[config.mk]
export PLATFORM = sky130hd
export DESIGN_NAME = stable_priority_queue_top
export DESIGN_NICKNAME = d
export VERILOG_FILES = /design/src/rtl/spq_pkg.sv /design/src/rtl/spq_cell.sv /design/src/rtl/stable_priority_queue_top.sv
export SDC_FILE = /design/constraint.sdc
export NUM_CORES = 2
export LEC_CHECK = 0
export BUFFER_PORTS_ARGS = -buffer_cell sky130_fd_sc_hd__buf_4
export CAP_MARGIN = 20
export CORE_ASPECT_RATIO = 0.7
export CORE_MARGIN = 2
export CORE_UTILIZATION = 30
export CTS_CLUSTER_SIZE = 28
export DETAILED_ROUTE_END_ITERATION = 8
export GPL_TIMING_DRIVEN = 0
export PLACE_DENSITY = 0.56
export RECOVER_POWER = 25
export SLEW_MARGIN = 20
export SYNTH_ARGS = -nofsm -noshare
export SYNTH_HDL_FRONTEND = slang
export SYNTH_SLANG_ARGS = --single-unit
[constraint.sdc]
create_clock -name clk -period 4.7 [get_ports clk]
set_clock_uncertainty 0.2 [all_clocks]
set_input_delay 0 -clock clk [delete_from_list [all_inputs] [get_ports clk]]
set_output_delay 0 -clock clk [all_outputs]
set_load 0.03 [all_outputs]
[src/rtl/spq_pkg.sv]
package spq_pkg;

	localparam int CAPACITY = 16;
	localparam int CNT_W    = $clog2(CAPACITY + 1);
	localparam int VALUE_W  = 32;
	localparam int PRIO_W   = 16;
	localparam int STORE_W  = PRIO_W - 1;
	localparam int HELD_W   = 5;

	localparam logic ACT_ENQUEUE = 1'b0;
	localparam logic ACT_DEQUEUE = 1'b1;

	typedef enum logic [2:0] {
		ST_ENQUEUED = 3'd0,
		ST_DEQUEUED = 3'd1,
		ST_EMPTY    = 3'd2,
		ST_NEG_PRIO = 3'd3,
		ST_FULL     = 3'd4
	} status_t;

	// Search wave that travels down the cell chain during a dequeue.
	typedef struct packed {
		logic                      live;
		logic                      found;
		logic signed [PRIO_W-1:0]  best;
		logic        [VALUE_W-1:0] value;
	} wave_t;

	typedef struct packed {
		logic occupied;
		logic load;
	} cell_ctl_t;

endpackage

[src/rtl/spq_cell.sv]
module spq_cell (
	input  logic                              clk,
	input  logic                              arst_n,
	input  spq_pkg::cell_ctl_t                ctl,
	input  logic        [31:0]                load_value,
	input  logic        [14:0]                load_prio,
	input  logic signed [15:0]                highest,
	input  logic        [31:0]                next_value,
	input  logic        [14:0]                next_prio,
	output logic        [31:0]                own_value,
	output logic        [14:0]                own_prio,
	input  spq_pkg::wave_t                    wave_in,
	output spq_pkg::wave_t                    wave_out
);
	import spq_pkg::*;

	logic [VALUE_W-1:0]       value_q;
	logic [STORE_W-1:0]       prio_q;
	logic signed [PRIO_W-1:0] prio_ext;
	logic                     match;
	logic                     shift;
	wave_t                    wave_d;
	wave_t                    wave_q;

	assign prio_ext = $signed({1'b0, prio_q});
	assign match    = wave_in.live & ctl.occupied & ~wave_in.found & (prio_ext == highest);
	assign shift    = wave_in.live & (wave_in.found | match);

	always_comb begin
		wave_d       = wave_in;
		wave_d.found = wave_in.found | match;
		// fold every remaining entry into the running maximum; skip the one taken
		if (ctl.occupied && !match && (prio_ext > wave_in.best)) begin
			wave_d.best = prio_ext;
		end
		if (match) begin
			wave_d.value = value_q;
		end
	end

	always_ff @(posedge clk) begin
		if (ctl.load) begin
			value_q <= load_value;
			prio_q  <= load_prio;
		end else if (shift) begin
			// close the gap: take the younger neighbor's entry
			value_q <= next_value;
			prio_q  <= next_prio;
		end
	end

	always_ff @(posedge clk or negedge arst_n) begin
		if (!arst_n) begin
			wave_q <= '0;
		end else begin
			wave_q <= wave_d;
		end
	end

	assign wave_out  = wave_q;
	assign own_value = value_q;
	assign own_prio  = prio_q;

endmodule

[src/rtl/stable_priority_queue_top.sv]
// Channel   Ports                                       Handshake
// request   action, value_in, priority_req              start & ~busy
// result    status, value_out, entries_held             done, one cycle
//
// Enqueue, and dequeue of an empty queue: result in the cycle after the request.
// Dequeue of a held entry: a search wave runs down the chain of CAPACITY cells,
// one cell per cycle, and the result is registered once the wave leaves the last cell;
// busy is high until the result edge, and the next request may come with done.
// Reset clears the entry count and the highest priority; stores are not cleared.
// Results cannot be held off by the receiver.
module stable_priority_queue_top (
	input  logic               clk,
	input  logic               arst_n,
	input  logic               start,
	output logic               busy,
	input  logic               action,
	input  logic signed [31:0] value_in,
	input  logic signed [15:0] priority_req,
	output logic               done,
	output logic        [2:0]  status,
	output logic signed [31:0] value_out,
	output logic        [4:0]  entries_held
);
	import spq_pkg::*;

	logic                     busy_q;
	logic                     done_q;
	logic [CNT_W-1:0]         count_q;
	logic signed [PRIO_W-1:0] highest_q;
	status_t                  status_q;
	logic [VALUE_W-1:0]       value_q;

	logic                     accept;
	logic                     enq_ok;
	logic [CNT_W+HELD_W-1:0]  count_ext;

	wave_t                    waves [CAPACITY+1];
	logic [VALUE_W-1:0]       cell_value [CAPACITY];
	logic [STORE_W-1:0]       cell_prio  [CAPACITY];

	assign accept = start & ~busy_q;
	assign enq_ok = (action == ACT_ENQUEUE) & ~priority_req[PRIO_W-1]
		& (count_q != CNT_W'(CAPACITY));

	always_comb begin
		waves[0]       = '0;
		waves[0].live  = accept & (action == ACT_DEQUEUE) & (count_q != '0);
		waves[0].found = 1'b0;
		waves[0].best  = '1;
	end

	for (genvar i = 0; i < CAPACITY; i++) begin : g_cell
		cell_ctl_t           ctl;
		logic [VALUE_W-1:0]  nb_value;
		logic [STORE_W-1:0]  nb_prio;

		assign ctl.occupied = (CNT_W'(i) < count_q);
		assign ctl.load     = accept & enq_ok & (count_q == CNT_W'(i));

		if (i == CAPACITY - 1) begin : g_last
			// entry past the end is outside the count after the shift
			assign nb_value = cell_value[i];
			assign nb_prio  = cell_prio[i];
		end else begin : g_mid
			assign nb_value = cell_value[i+1];
			assign nb_prio  = cell_prio[i+1];
		end

		spq_cell u_cell (
			.clk        (clk),
			.arst_n     (arst_n),
			.ctl        (ctl),
			.load_value (value_in),
			.load_prio  (priority_req[STORE_W-1:0]),
			.highest    (highest_q),
			.next_value (nb_value),
			.next_prio  (nb_prio),
			.own_value  (cell_value[i]),
			.own_prio   (cell_prio[i]),
			.wave_in    (waves[i]),
			.wave_out   (waves[i+1])
		);
	end

	always_ff @(posedge clk or negedge arst_n) begin
		if (!arst_n) begin
			busy_q    <= 1'b0;
			done_q    <= 1'b0;
			count_q   <= '0;
			highest_q <= '1;
		end else begin
			done_q <= 1'b0;
			if (waves[CAPACITY].live) begin
				busy_q    <= 1'b0;
				done_q    <= 1'b1;
				count_q   <= count_q - 1'b1;
				highest_q <= waves[CAPACITY].best;
			end else if (accept) begin
				if (action == ACT_DEQUEUE) begin
					if (count_q == '0) begin
						done_q <= 1'b1;
					end else begin
						busy_q <= 1'b1;
					end
				end else begin
					done_q <= 1'b1;
					if (enq_ok) begin
						count_q <= count_q + 1'b1;
						if (priority_req > highest_q) begin
							highest_q <= priority_req;
						end
					end
				end
			end
		end
	end

	always_ff @(posedge clk) begin
		if (waves[CAPACITY].live) begin
			status_q <= ST_DEQUEUED;
			value_q  <= waves[CAPACITY].value;
		end else if (accept) begin
			if (action == ACT_DEQUEUE) begin
				status_q <= ST_EMPTY;
				value_q  <= '1;
			end else begin
				value_q <= '0;
				priority if (priority_req[PRIO_W-1]) begin
					status_q <= ST_NEG_PRIO;
				end else if (count_q == CNT_W'(CAPACITY)) begin
					status_q <= ST_FULL;
				end else begin
					status_q <= ST_ENQUEUED;
				end
			end
		end
	end

	assign count_ext    = {{HELD_W{1'b0}}, count_q};
	assign busy         = busy_q;
	assign done         = done_q;
	assign status       = status_q;
	assign value_out    = $signed(value_q);
	assign entries_held = count_ext[HELD_W-1:0];

endmodule

==> impl_metrics.xml <==
<?xml version="1.0" encoding="UTF-8"?>
<metrics>
  <group name="synth">
    <metric name="synth_largest_type_area_fraction" unit="">0.3263</metric>
    <metric name="multiplexer_share_of_the_synthesized_area" unit="">0.2190</metric>
    <metric name="seq_area_frac_synth" unit="">0.6125</metric>
    <metric name="synthesized_area_fraction_occupied_by_xor_and_xnor_cells" unit="">0.02962</metric>
    <metric name="synth.area.top_cells" unit="">edfxtp_1 (33%), dfrtp_1 (28%), mux2_2 (22%)</metric>
    <metric name="post_synth.cell_area_avg" unit="um2">14.99</metric>
    <metric name="post-synth-top-area-cell" unit="">edfxtp_1</metric>
    <metric name="postSynth.asyncResetShare" unit="">0.5109</metric>
    <metric name="ys_seq_elements" unit="">1609</metric>
    <metric name="syn_area" unit="um2">72150</metric>
    <metric name="synthAdderAreaFrac" unit="">0.04266</metric>
    <metric name="ys_warnings" unit="">0</metric>
    <metric name="ys_dominant_reg_cell" unit="">dfrtp_1</metric>
    <metric name="synth_fp_nets" unit="">5113</metric>
    <metric name="synth-compound-area-share" unit="">0.02672</metric>
    <metric name="post_synth_and_or_nand_nor_area_fraction" unit="">0.03886</metric>
    <metric name="number_of_enable_type_register_cells_in_the_synthesized_netlist" unit="">784</metric>
    <metric name="number_of_instances_in_the_synthesized_netlist" unit="">4815</metric>
    <metric name="combinational_family_with_the_most_area_after_synthesis" unit="">multiplexers</metric>
    <metric name="yosysUniqueCellTypes" unit="">76</metric>
  </group>
  <group name="cts">
    <metric name="clkLatencyLatePin" unit="ns">0.84</metric>
    <metric name="clock_transition_at_the_registers_of_the_reported_paths" unit="ns">0.06</metric>
    <metric name="cts_tree" unit="">yes</metric>
    <metric name="clockBufferDepth" unit="">3</metric>
    <metric name="numCtsBuffers" unit="">168</metric>
    <metric name="clock_tree.htree_level_count" unit="">4</metric>
    <metric name="clock-sinks" unit="">1609</metric>
    <metric name="cts_root_buf" unit="">clkbuf_16</metric>
  </group>
  <group name="sta">
    <metric name="rsz0062_at_grt" unit="">false</metric>
    <metric name="period_share" unit="">0.9978</metric>
    <metric name="finish_stage_setup_viols" unit="">0</metric>
    <metric name="period_needed" unit="ns">4.689</metric>
    <metric name="max_clock_freq" unit="GHz">0.2132</metric>
    <metric name="worst_slew_pin_tran" unit="ns">2.234</metric>
    <metric name="worst_slew_margin_rel" unit="">-0.4891</metric>
    <metric name="final-max-slew-violation-count" unit="">331</metric>
    <metric name="timing.final.hold_violations" unit="">0</metric>
    <metric name="postLayoutSetupSlackWorst" unit="ns">0.01052</metric>
  </group>
  <group name="min_path">
    <metric name="hold_path_class" unit="">in2reg</metric>
    <metric name="timing.hold.worst_endpoint" unit="">entries_held[0]$_DFFE_PN0P_</metric>
    <metric name="hold_path.startpoint" unit="">action</metric>
    <metric name="hold_depth" unit="">6</metric>
  </group>
  <group name="critical_path">
    <metric name="reg2reg_setup_slack" unit="ns">0.01</metric>
    <metric name="worstSetupPathType" unit="">reg2reg</metric>
    <metric name="critical_path.max_fanout" unit="">27</metric>
    <metric name="critPathCaptureType" unit="">flop</metric>
    <metric name="worstRegToRegCells" unit="">9</metric>
    <metric name="critical_path_arrival" unit="ns">4.98</metric>
    <metric name="crit-reg2reg-launch" unit="">highest_q[0]$_DFFE_PN1P_</metric>
    <metric name="worstSetupStartpointType" unit="">flop</metric>
    <metric name="req_time_crit_path" unit="ns">4.99</metric>
    <metric name="worstReg2RegEnd" unit="">g_cell[1].u_cell.own_value[8]$_DFFE_PP_</metric>
  </group>
  <group name="place">
    <metric name="dp_cells" unit="">8139</metric>
    <metric name="detailed_place_hpwl" unit="um">158700</metric>
    <metric name="routabilityCongestion" unit="">0.9078</metric>
    <metric name="placed_area" unit="um2">77830</metric>
    <metric name="post-place-ws" unit="ns">-0.3585</metric>
    <metric name="buffer_ports.inserted" unit="">93</metric>
  </group>
  <group name="cells_and_area">
    <metric name="final_design_area_no_fill" unit="um2">84210</metric>
    <metric name="layout_commonest_cell" unit="">mux2_2</metric>
    <metric name="finalNetCount" unit="">5522</metric>
    <metric name="most-common-layout-cells" unit="">mux2_2 (1386), dfrtp_1 (806), edfxtp_1 (784)</metric>
    <metric name="layout.cells.non_filler" unit="">8569</metric>
    <metric name="layout-drive-gt1-share" unit="">0.3525</metric>
    <metric name="area_delta_synth_final" unit="%">16.71</metric>
  </group>
  <group name="die">
    <metric name="die_x" unit="um">590.2</metric>
    <metric name="fp.coreArea" unit="um2">238900</metric>
    <metric name="io_pins" unit="">94</metric>
    <metric name="area_of_the_die" unit="um2">244500</metric>
    <metric name="initial_utilization" unit="">0.3020</metric>
    <metric name="floorplan_die_height" unit="um">414.3</metric>
    <metric name="rows" unit="">150</metric>
  </group>
  <group name="global_route">
    <metric name="grt.overflow.total" unit="">0</metric>
    <metric name="grt_max_degree" unit="">129</metric>
    <metric name="global_route.peak_usage_layer" unit="">met1</metric>
    <metric name="met1_demand_to_capacity_share_in_global_routing" unit="">0.2914</metric>
    <metric name="groute.layer.met3.usage" unit="">0.03869</metric>
    <metric name="grt_pass1_wl" unit="um">327800</metric>
    <metric name="grt_pass1_vias" unit="">42890</metric>
    <metric name="antenna_found_initial" unit="">29</metric>
    <metric name="grtUsageTotal" unit="">0.1858</metric>
    <metric name="use_met2" unit="">0.2526</metric>
  </group>
  <group name="run">
    <metric name="cap_viol_max_count" unit="">3</metric>
  </group>
  <group name="pwr">
    <metric name="peakVddDrop" unit="mV">0.2894</metric>
    <metric name="internal-power" unit="mW">27.66</metric>
    <metric name="seqPwrFrac" unit="">0.423</metric>
    <metric name="powerDensity" unit="nW/um2">479.4</metric>
    <metric name="clkPwrFrac" unit="">0.341</metric>
    <metric name="power.net_switching" unit="mW">12.71</metric>
    <metric name="switching_share" unit="">0.3148</metric>
    <metric name="combinationalPowerShare" unit="">0.236</metric>
    <metric name="total_leakage_power" unit="nW">34.98</metric>
  </group>
  <group name="drt">
    <metric name="route.final.wire_length" unit="um">229600</metric>
    <metric name="drt_pre_antenna_iters" unit="">5</metric>
    <metric name="vias" unit="">42300</metric>
    <metric name="route.detailed.vias_per_inst" unit="">4.937</metric>
    <metric name="detail_route.iter0.violations" unit="">4359</metric>
    <metric name="drc" unit="">0</metric>
    <metric name="routed_length_per_placed_instance" unit="um">26.79</metric>
    <metric name="drtAntennaViolNets" unit="">0</metric>
  </group>
  <group name="status">
    <metric name="outcome" unit="">finished with violations</metric>
    <metric name="violations_in_the_final_reports" unit="">capacitance limit, slew limit</metric>
  </group>
</metrics>
through the flow:
stage / util / power, mW / hold WS, ns / setup TNS [ns]
CTS: 0.3540 / 40.54 / 0.003282 / 0
global placement: 0.3216 / 26.48 / 0.05870 / -7260.38
finish: 0.3525 / 40.37 / 0.1222 / 0
floorplan: - / 22.97 / -0.4956 / 0
global route: 0.3524 / 41.94 / 0.1422 / 0
detailed placement: 0.3258 / 26.60 / -0.2682 / -15.97
what timing repair did:
action	4_1_cts	5_1_grt
gates resized for setup	5	2
setup endpoints to repair	139	62
gates cloned	0	1
hold buffers	106	0
buffers inserted	1	0
hold endpoints to repair	1041	0
pin swaps	0	0
flip-flops by register name (all words and copies together), names as in the netlist:
signal / flops
g_cell.u_cell.wave_out: 799
g_cell.u_cell.own_value: 512
g_cell.u_cell.own_prio: 240
value_out: 32
highest_q: 16
entries_held: 5
status: 3
busy: 1
done: 1
worst max-delay path by stage:
stage,from,cells past startpoint,to
2_1_floorplan,busy$_DFFE_PN0P_,6,g_cell[15].u_cell.own_prio[0]$_DFFE_PP_
3_3_place_gp,arst_n,1,g_cell[14].u_cell.wave_out[32]$_DFF_PN0_
3_5_place_dp,entries_held[1]$_DFFE_PN0P_,10,g_cell[1].u_cell.own_value[10]$_DFFE_PP_
4_1_cts,entries_held[1]$_DFFE_PN0P_,10,g_cell[1].u_cell.own_value[0]$_DFFE_PP_
5_1_grt,highest_q[14]$_DFFE_PN1P_,11,g_cell[6].u_cell.own_value[9]$_DFFE_PP_
6_report,highest_q[0]$_DFFE_PN1P_,9,g_cell[1].u_cell.own_value[8]$_DFFE_PP_
routing by layer:
metal / up-vias / share of wire
li1: 18380 / -
met1: 22100 / 0.49
met2: 1486 / 0.40
met3: 332 / 0.074
met4: 6 / 0.030
met5: - / 0.00017
critical path: stages, from the launching register on:
cell and delay [ns]:
dfstp_2 0.53, buf_2 0.44, buf_4 0.46, xnor2_1 0.26, nand4_1 0.21, nor4_1 0.50, nand2_1 0.42, nand2b_1 0.49
a21bo_4 0.48, buf_12 0.26
logic make-up after synthesis:
| kind of cell | count (synthesis) |
|---|---|
| AO/OA/AOI/OAI | 275 |
| flip-flops | 1609 |
| XOR/XNOR | 244 |
| buffers and inverters | 518 |
| AND/OR/NAND/NOR | 522 |
| multiplexers | 1401 |
| adder cells (fa/ha/maj) | 246 |
synth_stat cells, drive strengths merged, types with 14 or more instances:
cell type	n
mux2	1395
dfrtp	806
edfxtp	784
inv	263
ha	246
nand2	138
buf	131
clkbuf	124
xor2	124
xnor2	120
a21oi	68
nand4	65
nor2	64
nor4	54
o21ai	45
a21o	41
and2	41
nand3	30
nor2b	25
o211ai	22
nor3	21
or2	20
nand2b	18
a221o	16
dfstp	16
a31oi	14
nand4b	14
final cells by class:
| class | count | area (um2) |
|---|---|---|
| Sequential cell | 1609 | 44190 |
| Antenna cell | 7 | 17.52 |
| Buffer | 253 | 1240 |
| Inverter | 263 | 987.2 |
| Clock inverter | 75 | 900.9 |
| Timing Repair Buffer | 240 | 2192 |
| Fill cell | 22880 | 154700 |
| Tap cell | 3192 | 3994 |
| Multi-Input combinational cell | 2689 | 25940 |
| Clock buffer | 241 | 4741 |
power by group through the flow:
stage	sequential, mW	combinational (mW)	clock (mW)
6_report	17.1	9.53	13.8
4_1_cts	17.0	9.49	14.0
5_1_grt	17.2	10.2	14.6
2_1_floorplan	17.0	5.93	0
3_3_place_gp	17.3	9.14	0
3_5_place_dp	17.3	9.30	0
(Power assumes the default switching activity.)
